**src/hw/rtl/md5_pkg.sv**
```systemverilog
// md5_pkg: shared types, constants and round tables for the md5 digest engine
// no dependencies; imported by md5_front, md5_back and the top level
package md5_pkg;

   // default depth of the queue between front and back
   localparam int QUEUE_DEPTH = 4;

   // md5 initial chaining value
   localparam logic [31:0] IV_A = 32'h67452301;
   localparam logic [31:0] IV_B = 32'hefcdab89;
   localparam logic [31:0] IV_C = 32'h98badcfe;
   localparam logic [31:0] IV_D = 32'h10325476;

   // pad byte and block geometry
   localparam logic [31:0] PAD_BYTE_WORD = 32'h00000080;
   localparam logic [3:0]  LEN_LO_SLOT   = 4'd14;
   localparam logic [3:0]  LAST_SLOT     = 4'd15;
   localparam logic [5:0]  LAST_ROUND    = 6'd63;
   localparam logic [5:0]  FULL_WORD_BITS = 6'd32;

   // per-round additive constants
   localparam logic [31:0] K_TABLE [64] = '{
      32'hd76aa478, 32'he8c7b756, 32'h242070db, 32'hc1bdceee,
      32'hf57c0faf, 32'h4787c62a, 32'ha8304613, 32'hfd469501,
      32'h698098d8, 32'h8b44f7af, 32'hffff5bb1, 32'h895cd7be,
      32'h6b901122, 32'hfd987193, 32'ha679438e, 32'h49b40821,
      32'hf61e2562, 32'hc040b340, 32'h265e5a51, 32'he9b6c7aa,
      32'hd62f105d, 32'h02441453, 32'hd8a1e681, 32'he7d3fbc8,
      32'h21e1cde6, 32'hc33707d6, 32'hf4d50d87, 32'h455a14ed,
      32'ha9e3e905, 32'hfcefa3f8, 32'h676f02d9, 32'h8d2a4c8a,
      32'hfffa3942, 32'h8771f681, 32'h6d9d6122, 32'hfde5380c,
      32'ha4beea44, 32'h4bdecfa9, 32'hf6bb4b60, 32'hbebfbc70,
      32'h289b7ec6, 32'heaa127fa, 32'hd4ef3085, 32'h04881d05,
      32'hd9d4d039, 32'he6db99e5, 32'h1fa27cf8, 32'hc4ac5665,
      32'hf4292244, 32'h432aff97, 32'hab9423a7, 32'hfc93a039,
      32'h655b59c3, 32'h8f0ccc92, 32'hffeff47d, 32'h85845dd1,
      32'h6fa87e4f, 32'hfe2ce6e0, 32'ha3014314, 32'h4e0811a1,
      32'hf7537e82, 32'hbd3af235, 32'h2ad7d2bb, 32'heb86d391
   };

   // back-end sequencer states
   typedef enum logic [4:0] {
      ST_LOAD   = 5'b00001,
      ST_ROUND  = 5'b00010,
      ST_FINISH = 5'b00100,
      ST_PAD    = 5'b01000,
      ST_OUT    = 5'b10000
   } back_state_type;

   // one classified item as it waits in the queue
   typedef struct packed {
      logic [31:0] word;       // message word, already padded if final
      logic        final_word; // last word of the message
      logic        full_pad;   // final word had four bytes: pad byte goes in a word of its own
      logic [5:0]  bit_inc;    // message bits carried by this word
   } md5_entry_type;

   // rotate amount of a round
   function automatic logic [4:0] rot_amount(input logic [5:0] rnd);
      logic [4:0] amt;
      amt = 5'd0;
      unique case ({rnd[5:4], rnd[1:0]})
         4'b0000: amt = 5'd7;
         4'b0001: amt = 5'd12;
         4'b0010: amt = 5'd17;
         4'b0011: amt = 5'd22;
         4'b0100: amt = 5'd5;
         4'b0101: amt = 5'd9;
         4'b0110: amt = 5'd14;
         4'b0111: amt = 5'd20;
         4'b1000: amt = 5'd4;
         4'b1001: amt = 5'd11;
         4'b1010: amt = 5'd16;
         4'b1011: amt = 5'd23;
         4'b1100: amt = 5'd6;
         4'b1101: amt = 5'd10;
         4'b1110: amt = 5'd15;
         4'b1111: amt = 5'd21;
         default: amt = 5'd0;
      endcase
      return amt;
   endfunction

   // message word used by a round
   function automatic logic [3:0] msg_index(input logic [5:0] rnd);
      logic [3:0] j;
      logic [3:0] idx;
      j   = rnd[3:0];
      idx = j;
      unique case (rnd[5:4])
         2'd0:    idx = j;
         2'd1:    idx = 4'd1 + {j[1:0], 2'b00} + j;
         2'd2:    idx = 4'd5 + {j[2:0], 1'b0} + j;
         2'd3:    idx = {j[0], 3'b000} - j;
         default: idx = j;
      endcase
      return idx;
   endfunction

   // round function by phase
   function automatic logic [31:0] round_f(input logic [1:0] phase, input logic [31:0] b,
                                           input logic [31:0] c, input logic [31:0] d);
      logic [31:0] f;
      f = '0;
      unique case (phase)
         2'd0:    f = (b & c) | (~b & d);
         2'd1:    f = (b & d) | (c & ~d);
         2'd2:    f = b ^ c ^ d;
         2'd3:    f = c ^ (b | ~d);
         default: f = '0;
      endcase
      return f;
   endfunction

endpackage

```
**src/hw/rtl/md5_req_if.sv**
```systemverilog
// md5_req_if: valid/ready channel for message words into the digest engine
// depends on nothing but the port widths of the message word item
interface md5_req_if;
   logic        valid;
   logic        ready;
   logic [31:0] message_word;
   logic [2:0]  byte_count;
   logic        final_word;

   modport source (output valid, output message_word, output byte_count,
                   output final_word, input ready);
   modport sink   (input valid, input message_word, input byte_count,
                   input final_word, output ready);
endinterface

```
**src/hw/rtl/md5_rsp_if.sv**
```systemverilog
// md5_rsp_if: valid/ready channel for digest words out of the digest engine
// depends on nothing but the port widths of the digest word item
interface md5_rsp_if;
   logic        valid;
   logic        ready;
   logic [31:0] digest_word;
   logic [1:0]  word_index;
   logic        digest_last;

   modport source (output valid, output digest_word, output word_index,
                   output digest_last, input ready);
   modport sink   (input valid, input digest_word, input word_index,
                   input digest_last, output ready);
endinterface

```
**src/hw/rtl/md5_front.sv**
```systemverilog
// md5_front: accepts message words, masks and pads the final word, queues items
// depends on md5_pkg and md5_req_if
module md5_front
   import md5_pkg::*;
#(
   parameter int QueueDepth = QUEUE_DEPTH
) (
   input  logic          clock,
   input  logic          reset,
   md5_req_if.sink       req_chan,
   output logic          entry_valid,
   output md5_entry_type entry,
   input  logic          entry_ready
);

   localparam int PtrW = (QueueDepth > 1) ? $clog2(QueueDepth) : 1;
   localparam int CntW = $clog2(QueueDepth + 1);

   md5_entry_type queue_mem [QueueDepth];
   logic [PtrW-1:0] wr_ptr_ff, wr_ptr_in;
   logic [PtrW-1:0] rd_ptr_ff, rd_ptr_in;
   logic [CntW-1:0] count_ff, count_in;

   logic          push;
   logic          pop;
   logic [2:0]    count_sat;
   logic [31:0]   padded;
   md5_entry_type classified;

   // classify the incoming item
   always_comb begin
      count_sat = (req_chan.byte_count > 3'd4) ? 3'd4 : req_chan.byte_count;
      for (int i = 0; i < 4; i++) begin
         if (3'(i) < count_sat) begin
            padded[i*8 +: 8] = req_chan.message_word[i*8 +: 8];
         end else if (3'(i) == count_sat) begin
            padded[i*8 +: 8] = PAD_BYTE_WORD[7:0];
         end else begin
            padded[i*8 +: 8] = 8'h00;
         end
      end
      classified.final_word = req_chan.final_word;
      classified.word       = req_chan.final_word ? padded : req_chan.message_word;
      classified.full_pad   = req_chan.final_word && (count_sat == 3'd4);
      classified.bit_inc    = req_chan.final_word ? {count_sat, 3'b000} : FULL_WORD_BITS;
   end

   // queue control
   assign req_chan.ready = (count_ff != CntW'(QueueDepth));
   assign push           = req_chan.valid && req_chan.ready;
   assign entry_valid    = (count_ff != '0);
   assign pop            = entry_valid && entry_ready;
   assign entry          = queue_mem[rd_ptr_ff];

   always_comb begin
      wr_ptr_in = wr_ptr_ff;
      rd_ptr_in = rd_ptr_ff;
      count_in  = count_ff;
      if (push) begin
         wr_ptr_in = (wr_ptr_ff == PtrW'(QueueDepth - 1)) ? '0 : wr_ptr_ff + 1'b1;
      end
      if (pop) begin
         rd_ptr_in = (rd_ptr_ff == PtrW'(QueueDepth - 1)) ? '0 : rd_ptr_ff + 1'b1;
      end
      if (push && !pop) begin
         count_in = count_ff + 1'b1;
      end else if (pop && !push) begin
         count_in = count_ff - 1'b1;
      end
   end

   always_ff @(posedge clock) begin
      if (reset) begin
         wr_ptr_ff <= '0;
         rd_ptr_ff <= '0;
         count_ff  <= '0;
      end else begin
         wr_ptr_ff <= wr_ptr_in;
         rd_ptr_ff <= rd_ptr_in;
         count_ff  <= count_in;
      end
   end

   // queue storage, no reset
   always_ff @(posedge clock) begin
      if (push) begin
         queue_mem[wr_ptr_ff] <= classified;
      end
   end

endmodule

```
**src/hw/rtl/md5_back.sv**
```systemverilog
// md5_back: block store, padding sequencer, one-round-per-cycle md5 core, digest output
// depends on md5_pkg and md5_rsp_if
module md5_back
   import md5_pkg::*;
(
   input  logic          clock,
   input  logic          reset,
   input  logic          entry_valid,
   input  md5_entry_type entry,
   output logic          entry_ready,
   md5_rsp_if.source     rsp_chan
);

   back_state_type state_ff, state_in;
   logic [3:0]  cnt_ff, cnt_in;
   logic [63:0] bitlen_ff, bitlen_in;
   logic        pad_mode_ff, pad_mode_in;
   logic        pend80_ff, pend80_in;
   logic        lo_done_ff, lo_done_in;
   logic        last_blk_ff, last_blk_in;
   logic [5:0]  round_ff, round_in;
   logic [31:0] a_ff, a_in, b_ff, b_in, c_ff, c_in, d_ff, d_in;
   logic [31:0] pre_ff, pre_in;
   logic [31:0] chain_ff [4];
   logic [31:0] chain_in [4];
   logic [1:0]  idx_ff, idx_in;

   logic [31:0] block_mem [16];

   logic        pop;
   logic        push_en;
   logic [31:0] push_data;
   logic        block_full;
   logic [31:0] f_val;
   logic [31:0] sum;
   logic [63:0] rot64;
   logic [31:0] new_b;
   logic [5:0]  next_round;
   logic [31:0] pre_next;
   logic [31:0] pre_start;
   logic        rsp_take;

   assign entry_ready = (state_ff == ST_LOAD);
   assign pop         = entry_valid && entry_ready;

   // word written into the block this cycle
   always_comb begin
      push_en   = 1'b0;
      push_data = entry.word;
      if (state_ff == ST_LOAD) begin
         push_en = pop;
      end else if (state_ff == ST_PAD) begin
         push_en = 1'b1;
         if (pend80_ff) begin
            push_data = PAD_BYTE_WORD;
         end else if (cnt_ff == LEN_LO_SLOT) begin
            push_data = bitlen_ff[31:0];
         end else if ((cnt_ff == LAST_SLOT) && lo_done_ff) begin
            push_data = bitlen_ff[63:32];
         end else begin
            push_data = '0;
         end
      end
   end
   assign block_full = push_en && (cnt_ff == LAST_SLOT);

   // round datapath
   assign f_val      = round_f(round_ff[5:4], b_ff, c_ff, d_ff);
   assign sum        = pre_ff + f_val;
   assign rot64      = {sum, sum} << rot_amount(round_ff);
   assign new_b      = b_ff + rot64[63:32];
   assign next_round = round_ff + 1'b1;
   assign pre_next   = d_ff + block_mem[msg_index(next_round)] + K_TABLE[next_round];
   assign pre_start  = chain_ff[0] + block_mem[0] + K_TABLE[0];

   // digest output
   assign rsp_chan.valid       = (state_ff == ST_OUT);
   assign rsp_chan.digest_word = chain_ff[idx_ff];
   assign rsp_chan.word_index  = idx_ff;
   assign rsp_chan.digest_last = (idx_ff == 2'd3);
   assign rsp_take             = rsp_chan.valid && rsp_chan.ready;

   // sequencer next state
   always_comb begin
      state_in    = state_ff;
      cnt_in      = cnt_ff;
      bitlen_in   = bitlen_ff;
      pad_mode_in = pad_mode_ff;
      pend80_in   = pend80_ff;
      lo_done_in  = lo_done_ff;
      last_blk_in = last_blk_ff;
      round_in    = round_ff;
      a_in        = a_ff;
      b_in        = b_ff;
      c_in        = c_ff;
      d_in        = d_ff;
      pre_in      = pre_ff;
      idx_in      = idx_ff;
      for (int k = 0; k < 4; k++) begin
         chain_in[k] = chain_ff[k];
      end

      unique case (state_ff)
         ST_LOAD: begin
            if (pop) begin
               bitlen_in = bitlen_ff + 64'(entry.bit_inc);
               if (entry.final_word) begin
                  pad_mode_in = 1'b1;
                  pend80_in   = entry.full_pad;
                  state_in    = ST_PAD;
               end
            end
         end
         ST_PAD: begin
            if (pend80_ff) begin
               pend80_in = 1'b0;
            end else if (cnt_ff == LEN_LO_SLOT) begin
               lo_done_in = 1'b1;
            end else if ((cnt_ff == LAST_SLOT) && lo_done_ff) begin
               last_blk_in = 1'b1;
            end
         end
         ST_ROUND: begin
            a_in     = d_ff;
            d_in     = c_ff;
            c_in     = b_ff;
            b_in     = new_b;
            pre_in   = pre_next;
            round_in = next_round;
            if (round_ff == LAST_ROUND) begin
               state_in = ST_FINISH;
            end
         end
         ST_FINISH: begin
            chain_in[0] = chain_ff[0] + a_ff;
            chain_in[1] = chain_ff[1] + b_ff;
            chain_in[2] = chain_ff[2] + c_ff;
            chain_in[3] = chain_ff[3] + d_ff;
            if (last_blk_ff) begin
               state_in = ST_OUT;
            end else if (pad_mode_ff) begin
               state_in = ST_PAD;
            end else begin
               state_in = ST_LOAD;
            end
         end
         ST_OUT: begin
            if (rsp_take) begin
               idx_in = idx_ff + 1'b1;
               if (idx_ff == 2'd3) begin
                  chain_in[0] = IV_A;
                  chain_in[1] = IV_B;
                  chain_in[2] = IV_C;
                  chain_in[3] = IV_D;
                  bitlen_in   = '0;
                  cnt_in      = '0;
                  pad_mode_in = 1'b0;
                  pend80_in   = 1'b0;
                  lo_done_in  = 1'b0;
                  last_blk_in = 1'b0;
                  state_in    = ST_LOAD;
               end
            end
         end
         default: state_in = ST_LOAD;
      endcase

      // block slot advance and start of compression
      if (push_en) begin
         cnt_in = cnt_ff + 1'b1;
      end
      if (block_full) begin
         state_in = ST_ROUND;
         round_in = '0;
         a_in     = chain_ff[0];
         b_in     = chain_ff[1];
         c_in     = chain_ff[2];
         d_in     = chain_ff[3];
         pre_in   = pre_start;
      end
   end

   // control registers
   always_ff @(posedge clock) begin
      if (reset) begin
         state_ff    <= ST_LOAD;
         cnt_ff      <= '0;
         bitlen_ff   <= '0;
         pad_mode_ff <= 1'b0;
         pend80_ff   <= 1'b0;
         lo_done_ff  <= 1'b0;
         last_blk_ff <= 1'b0;
         round_ff    <= '0;
         idx_ff      <= '0;
         chain_ff[0] <= IV_A;
         chain_ff[1] <= IV_B;
         chain_ff[2] <= IV_C;
         chain_ff[3] <= IV_D;
      end else begin
         state_ff    <= state_in;
         cnt_ff      <= cnt_in;
         bitlen_ff   <= bitlen_in;
         pad_mode_ff <= pad_mode_in;
         pend80_ff   <= pend80_in;
         lo_done_ff  <= lo_done_in;
         last_blk_ff <= last_blk_in;
         round_ff    <= round_in;
         idx_ff      <= idx_in;
         for (int k = 0; k < 4; k++) begin
            chain_ff[k] <= chain_in[k];
         end
      end
   end

   // working variables, no reset
   always_ff @(posedge clock) begin
      a_ff   <= a_in;
      b_ff   <= b_in;
      c_ff   <= c_in;
      d_ff   <= d_in;
      pre_ff <= pre_in;
   end

   // block store
   always_ff @(posedge clock) begin
      if (push_en) begin
         block_mem[cnt_ff] <= push_data;
      end
   end

endmodule

```
**src/hw/rtl/md5_digest_engine_unit.sv**
```systemverilog
// md5_digest_engine_unit: top level of the md5 digest engine
// depends on md5_pkg, md5_req_if, md5_rsp_if, md5_front and md5_back
//
//   channel    direction  item
//   req_chan   in         message_word[31:0], byte_count[2:0], final_word
//   rsp_chan   out        digest_word[31:0], word_index[1:0], digest_last
//
// each word is written into the block store; every full 16-word block then runs
// through the round unit (one round a cycle) and is folded into the chaining value.
// a final word adds one or two padded blocks, then four digest words, one per cycle
// while the output is ready.
// reset is synchronous and restores the initial chaining value and an empty message.
// the front queue keeps taking words until it is full while the round unit or a stalled output holds the back.
module md5_digest_engine_unit
   import md5_pkg::*;
#(
   parameter int QueueDepth = QUEUE_DEPTH
) (
   input  logic      clock,
   input  logic      reset,
   md5_req_if.sink   req_chan,
   md5_rsp_if.source rsp_chan
);

   logic          entry_valid;
   logic          entry_ready;
   md5_entry_type entry;

   // accept and classify
   md5_front #(
      .QueueDepth (QueueDepth)
   ) u_front (
      .clock       (clock),
      .reset       (reset),
      .req_chan    (req_chan),
      .entry_valid (entry_valid),
      .entry       (entry),
      .entry_ready (entry_ready)
   );

   // hash and emit
   md5_back u_back (
      .clock       (clock),
      .reset       (reset),
      .entry_valid (entry_valid),
      .entry       (entry),
      .entry_ready (entry_ready),
      .rsp_chan    (rsp_chan)
   );

`ifndef SYNTH
   // last flag only on the fourth digest word
   a_last_index: assert property (@(posedge clock) disable iff (reset)
      rsp_chan.valid && rsp_chan.digest_last |-> rsp_chan.word_index == 2'd3)
      else $error("digest_last on a word other than the fourth");

   // digest words go out in order without gaps
   a_index_step: assert property (@(posedge clock) disable iff (reset)
      rsp_chan.valid && rsp_chan.ready && !rsp_chan.digest_last
      |=> rsp_chan.valid && rsp_chan.word_index == $past(rsp_chan.word_index) + 2'd1)
      else $error("digest word sequence broken");

   // a digest starts at word A
   a_first_index: assert property (@(posedge clock) disable iff (reset)
      $rose(rsp_chan.valid) |-> rsp_chan.word_index == 2'd0)
      else $error("digest does not start at word A");
`endif

endmodule
```
**src/flat_wrapper.sv**
```systemverilog
// flat-port wrapper written by rule: the top's interface ports become plain ports
module md5_digest_engine_unit_flat import md5_pkg::*;
#(
   parameter int QueueDepth = QUEUE_DEPTH
)
  (clock, reset, req_chan_valid, req_chan_message_word, req_chan_byte_count, req_chan_final_word, req_chan_ready, rsp_chan_valid, rsp_chan_digest_word, rsp_chan_word_index, rsp_chan_digest_last, rsp_chan_ready);
  md5_req_if req_chan_i ();
  md5_rsp_if rsp_chan_i ();
  input  logic clock;
  input  logic reset;
  input wire logic [$bits(req_chan_i.valid)-1:0] req_chan_valid;
  input wire logic [$bits(req_chan_i.message_word)-1:0] req_chan_message_word;
  input wire logic [$bits(req_chan_i.byte_count)-1:0] req_chan_byte_count;
  input wire logic [$bits(req_chan_i.final_word)-1:0] req_chan_final_word;
  output wire logic [$bits(req_chan_i.ready)-1:0] req_chan_ready;
  output wire logic [$bits(rsp_chan_i.valid)-1:0] rsp_chan_valid;
  output wire logic [$bits(rsp_chan_i.digest_word)-1:0] rsp_chan_digest_word;
  output wire logic [$bits(rsp_chan_i.word_index)-1:0] rsp_chan_word_index;
  output wire logic [$bits(rsp_chan_i.digest_last)-1:0] rsp_chan_digest_last;
  input wire logic [$bits(rsp_chan_i.ready)-1:0] rsp_chan_ready;
  assign req_chan_i.valid = req_chan_valid;
  assign req_chan_i.message_word = req_chan_message_word;
  assign req_chan_i.byte_count = req_chan_byte_count;
  assign req_chan_i.final_word = req_chan_final_word;
  assign req_chan_ready = req_chan_i.ready;
  assign rsp_chan_valid = rsp_chan_i.valid;
  assign rsp_chan_digest_word = rsp_chan_i.digest_word;
  assign rsp_chan_word_index = rsp_chan_i.word_index;
  assign rsp_chan_digest_last = rsp_chan_i.digest_last;
  assign rsp_chan_i.ready = rsp_chan_ready;
  md5_digest_engine_unit #(.QueueDepth(QueueDepth)) u_core (.clock(clock), .reset(reset), .req_chan(req_chan_i), .rsp_chan(rsp_chan_i));
endmodule
```
**config.mk**
```make
export PLATFORM = sky130hd
export DESIGN_NAME = md5_digest_engine_unit_flat
export DESIGN_NICKNAME = d
export VERILOG_FILES = /design/src/hw/rtl/md5_pkg.sv /design/src/hw/rtl/md5_req_if.sv /design/src/hw/rtl/md5_rsp_if.sv /design/src/hw/rtl/md5_front.sv /design/src/hw/rtl/md5_back.sv /design/src/hw/rtl/md5_digest_engine_unit.sv /design/src/flat_wrapper.sv
export SDC_FILE = /design/constraint.sdc
export NUM_CORES = 2
export LEC_CHECK = 0
export BUFFER_PORTS_ARGS = -buffer_cell sky130_fd_sc_hd__buf_4
export CAP_MARGIN = 20
export CORE_MARGIN = 2
export CORE_UTILIZATION = 30
export DETAILED_ROUTE_END_ITERATION = 10
export SLEW_MARGIN = 20
export SYNTH_ARGS = -nofsm -noshare
export SYNTH_HDL_FRONTEND = slang
export SYNTH_HIERARCHICAL = 1
export SYNTH_SLANG_ARGS = --single-unit
```
**constraint.sdc**
```tcl
create_clock -name clock -period 8.9 [get_ports clock]
set_clock_uncertainty 0.15 [all_clocks]
set_input_delay 0.445 -clock clock [delete_from_list [all_inputs] [get_ports clock]]
set_output_delay 0.445 -clock clock [all_outputs]
set_load 0.02 [all_outputs]
```
==> metrics <==
status complete, no violations; Critical Path Most Common Cell a21oi_1; Root Driver clkbuf_16; Cell Rows 168; GPL Wtd Cong 0.944; Die Height 462 um; Initial Util 0.301; initial antenna violation count 6; share of the synthesized area in the top cell type 0.392; clock buffer count from CTS 108; relative slew slack 0.260; Setup-failing EPs final 0; Setup TNS 0 ns; prevailing post-synth register cell edfxtp_1; Area Overhead vs Synth 13.9%; syn_area_per_cell 10.5 um^2; pin count of the biggest net entering global routing 120; Sw Pwr 3850 uW; synthesized cell area 62900 um^2; warnings from Yosys 6; drt first pass iters 6; via count 48600; Fmax achieved 119 MHz; deepest clock path buffer count 3; Largest stage delay, worst path 0.54 ns; Layout Nets 6459; crit path DAT 8.68 ns; Lkg Pwr 0.0264 uW; Setup crit start kind flop; FF+latch count, synth 1049; Synth Instances 5971; final period utilization 0.941; Core Area 209000 um^2; PwrDens 188 nW/um^2; VDD IR max 0.193 mV; slowest CP cell dfxtp_4; DR iter-0 viols 4820; worst-margin pin slew 1.10 ns; Max Cap Viol 0; CP Capture Type flop; Internal Power 9630 uW; combinational group share of total power 0.191; clock-pin slew on the worst setup and hold paths 0.06 ns; FF+latch area 29200 um^2; post-synth cell types 104; Clk network pwr share 0.358; largest area contributor in the netlist edfxtp_1; area taken by multi-input logic gates 31800 um^2; DIE AREA 213000 um^2; worst hold slack 0.334 ns; RSZ-0062 raised after global routing no; fin crit period 8.37 ns; Final ANT Viol Nets 0; DP HPWL 144000 um; worst min path class flop to flop; Async SR Flop Fraction 0; CTS H-Tree Depth 3; number of hold violations in the final report 0; Chip Width 462 um; Fillers 20800; layout cells sized above 1 0.125; Setup CP Type flop to flop; sw frac 0.286; sequential area share after synthesis 0.464; crit path max fanout 108; TritonCTS clock tree done; DRC viols 0; Post-synth EDFFs 820; top cells by area in the synthesized netlist edfxtp_1 (39%), mux4_2 (7.6%), dfxtp_1 (7.3%); grt ovf 0; Max Slew Vio Count 0; Routed WL 201000 um; number of I/O pins 77; routed len/inst 22.5 um; clock sink count 1049; register share of total power 0.451; vias per cell 5.44; Total GRT Usage 0.184; first-pass GRT wire length 299000 um; worst-skew pair later-pin latency 0.78 ns; worst path required time 9.21 ns; vias in the first global route 46200; Port Buf Inserts 76
## power groups by stage
stage | Combinational [uW] | Clock, uW | Sequential (uW)
after CTS | 2540 | 4920 | 6080
after floorplan | 1670 | 0 | 6100
final | 2580 | 4830 | 6080
after global routing | 2830 | 5090 | 6090
after detailed placement | 2510 | 0 | 6180
after global placement | 2440 | 0 | 6170
## cells in the final DEF (no fill, tap or decap), types with 51 or more instances in the layout
cell type  Yosys  routed
mux4_2       212     212
ha_1         331     330
a31oi_1      121     120
nand2_1      737     736
clkbuf_16      0     110
nor2_1       445     433
inv_1        264     264
nand3_1      118     117
edfxtp_1     820     820
buf_4          7     229
nand2b_1      52      51
xnor2_1      179     174
nor3_1       101      96
o21ai_0      412     386
mux2i_1       99      99
dfxtp_1      229     225
xor2_1       132     130
or3_1         91      91
a21o_1       107     107
a22oi_1       63      63
a21oi_1      435     435
## per-layer routing
| metal | share of wire | vias up | track usage |
|---|---|---|---|
| met3 | 0.064 | 320 | 0.0283 |
| met2 | 0.47 | 1754 | 0.301 |
| li1 | - | 22400 | - |
| met1 | 0.43 | 24200 | 0.245 |
| met4 | 0.039 | 2 | 0.0673 |
| met5 | 0.000035 | - | 0 |
## cells by family (layout without fill, tap and decap cells)
kind of cell / count (synthesis) / count (layout) / synth area share
simple gates: 1741 / 1741 / 0.124
buf+inv: 590 / 754 / 0.0362
other cells: 1 / 5 / 0.0000596
mux: 357 / 357 / 0.100
flops: 1049 / 1049 / 0.464
fa+ha+maj: 374 / 374 / 0.0794
xor+xnor: 313 / 313 / 0.0439
compound gates: 1546 / 1546 / 0.152
## synth_stat cells (17+ instances only)
cell	number
o21a_1	31
nor3_1	101
fa_1	42
or3_1	91
dfxtp_1	229
o22ai_1	38
buf_1	42
a211oi_1	40
buf_2	29
o211ai_1	40
a22oi_1	63
ha_1	331
and2_1	29
o21ai_0	412
nand2_1	737
nand2b_1	52
and3_1	29
clkbuf_1	237
mux4_2	212
a311oi_1	17
nand4_1	25
a31oi_1	121
xor2_1	132
mux2_2	45
nor2b_1	39
mux2i_1	99
a21o_1	107
xnor2_1	179
o21bai_1	37
o31ai_1	19
nor2_1	445
a221oi_1	36
nand3_1	118
edfxtp_1	820
a21oi_1	435
inv_1	264
## critical path, delay by kind of cell (launching register included)
| family | cells | cell delay [ns] |
|---|---|---|
| AOI/OAI and AO/OA | 18 | 3.73 |
| xor gates and xnor gates | 3 | 0.52 |
| adders and majority gates | 3 | 1.08 |
| buffers and inverters | 1 | 0.33 |
| DFF | 1 | 0.54 |
| muxes | 2 | 0.72 |
| and+or+nand+nor | 5 | 0.89 |
## cell type report
cell class / instances / area share
Clock inverter: 62 / 0.0120
Clock buffer: 139 / 0.0408
Multi-Input combinational cell: 4334 / 0.444
Antenna cell: 2 / 0.0000699
Tap cell: 2805 / 0.0490
Inverter: 274 / 0.0144
Sequential cell: 1049 / 0.408
Timing Repair Buffer: 279 / 0.0322
## sequential cells by signal, indices dropped and copies added, names as in the netlist, 6 cells and up, named ones only
register                  cells
u_core/u_back/round_ff        6
u_core/u_back/a_ff           32
u_core/u_back/chain_ff      128
u_core/u_back/c_ff           32
u_core/u_back/bitlen_ff      64
u_core/u_front/queue_mem    148
u_core/u_back/pre_ff         32
u_core/u_back/block_mem     512
u_core/u_back/d_ff           32
u_core/u_back/b_ff           32
## metrics by stage
step | power [uW] | cell area (um^2) | setup slack (ns) | util | instances
2_1_floorplan | 7770 | 62900 | 1.19 | - | 5973
3_3_place_gp | 8610 | 67300 | 0.661 | 0.322 | 8698
3_5_place_dp | 8690 | 67300 | 0.638 | 0.322 | 8698
4_1_cts | 13500 | 71500 | 0.551 | 0.342 | 8940
5_1_grt | 14000 | 71600 | 0.0675 | 0.343 | 8943
6_report | 13500 | 71600 | 0.526 | 0.343 | 8944
## final timing paths
check	cells past startpoint	start	slack (ns)	to
worst max-delay path	32	u_core/u_back/round_ff[4]	0.53	u_core/u_back/b_ff[30]
worst min-delay path	2	u_core/u_back/lo_done_ff	0.33	u_core/u_back/lo_done_ff
worst max register to register	32	u_core/u_back/round_ff[4]	0.53	u_core/u_back/b_ff[30]
worst min register to register	2	u_core/u_back/lo_done_ff	0.33	u_core/u_back/lo_done_ff
## what timing repair did
| item | in CTS | in global routing |
|---|---|---|
| hold buffers | 41 | 0 |
| endpoints found under the hold margin | 153 | 0 |
| gates resized for setup | 0 | 1 |
| buffers inserted | 0 | 1 |
| setup endpoints to repair | 0 | 3 |
(Power assumes the default switching activity.)
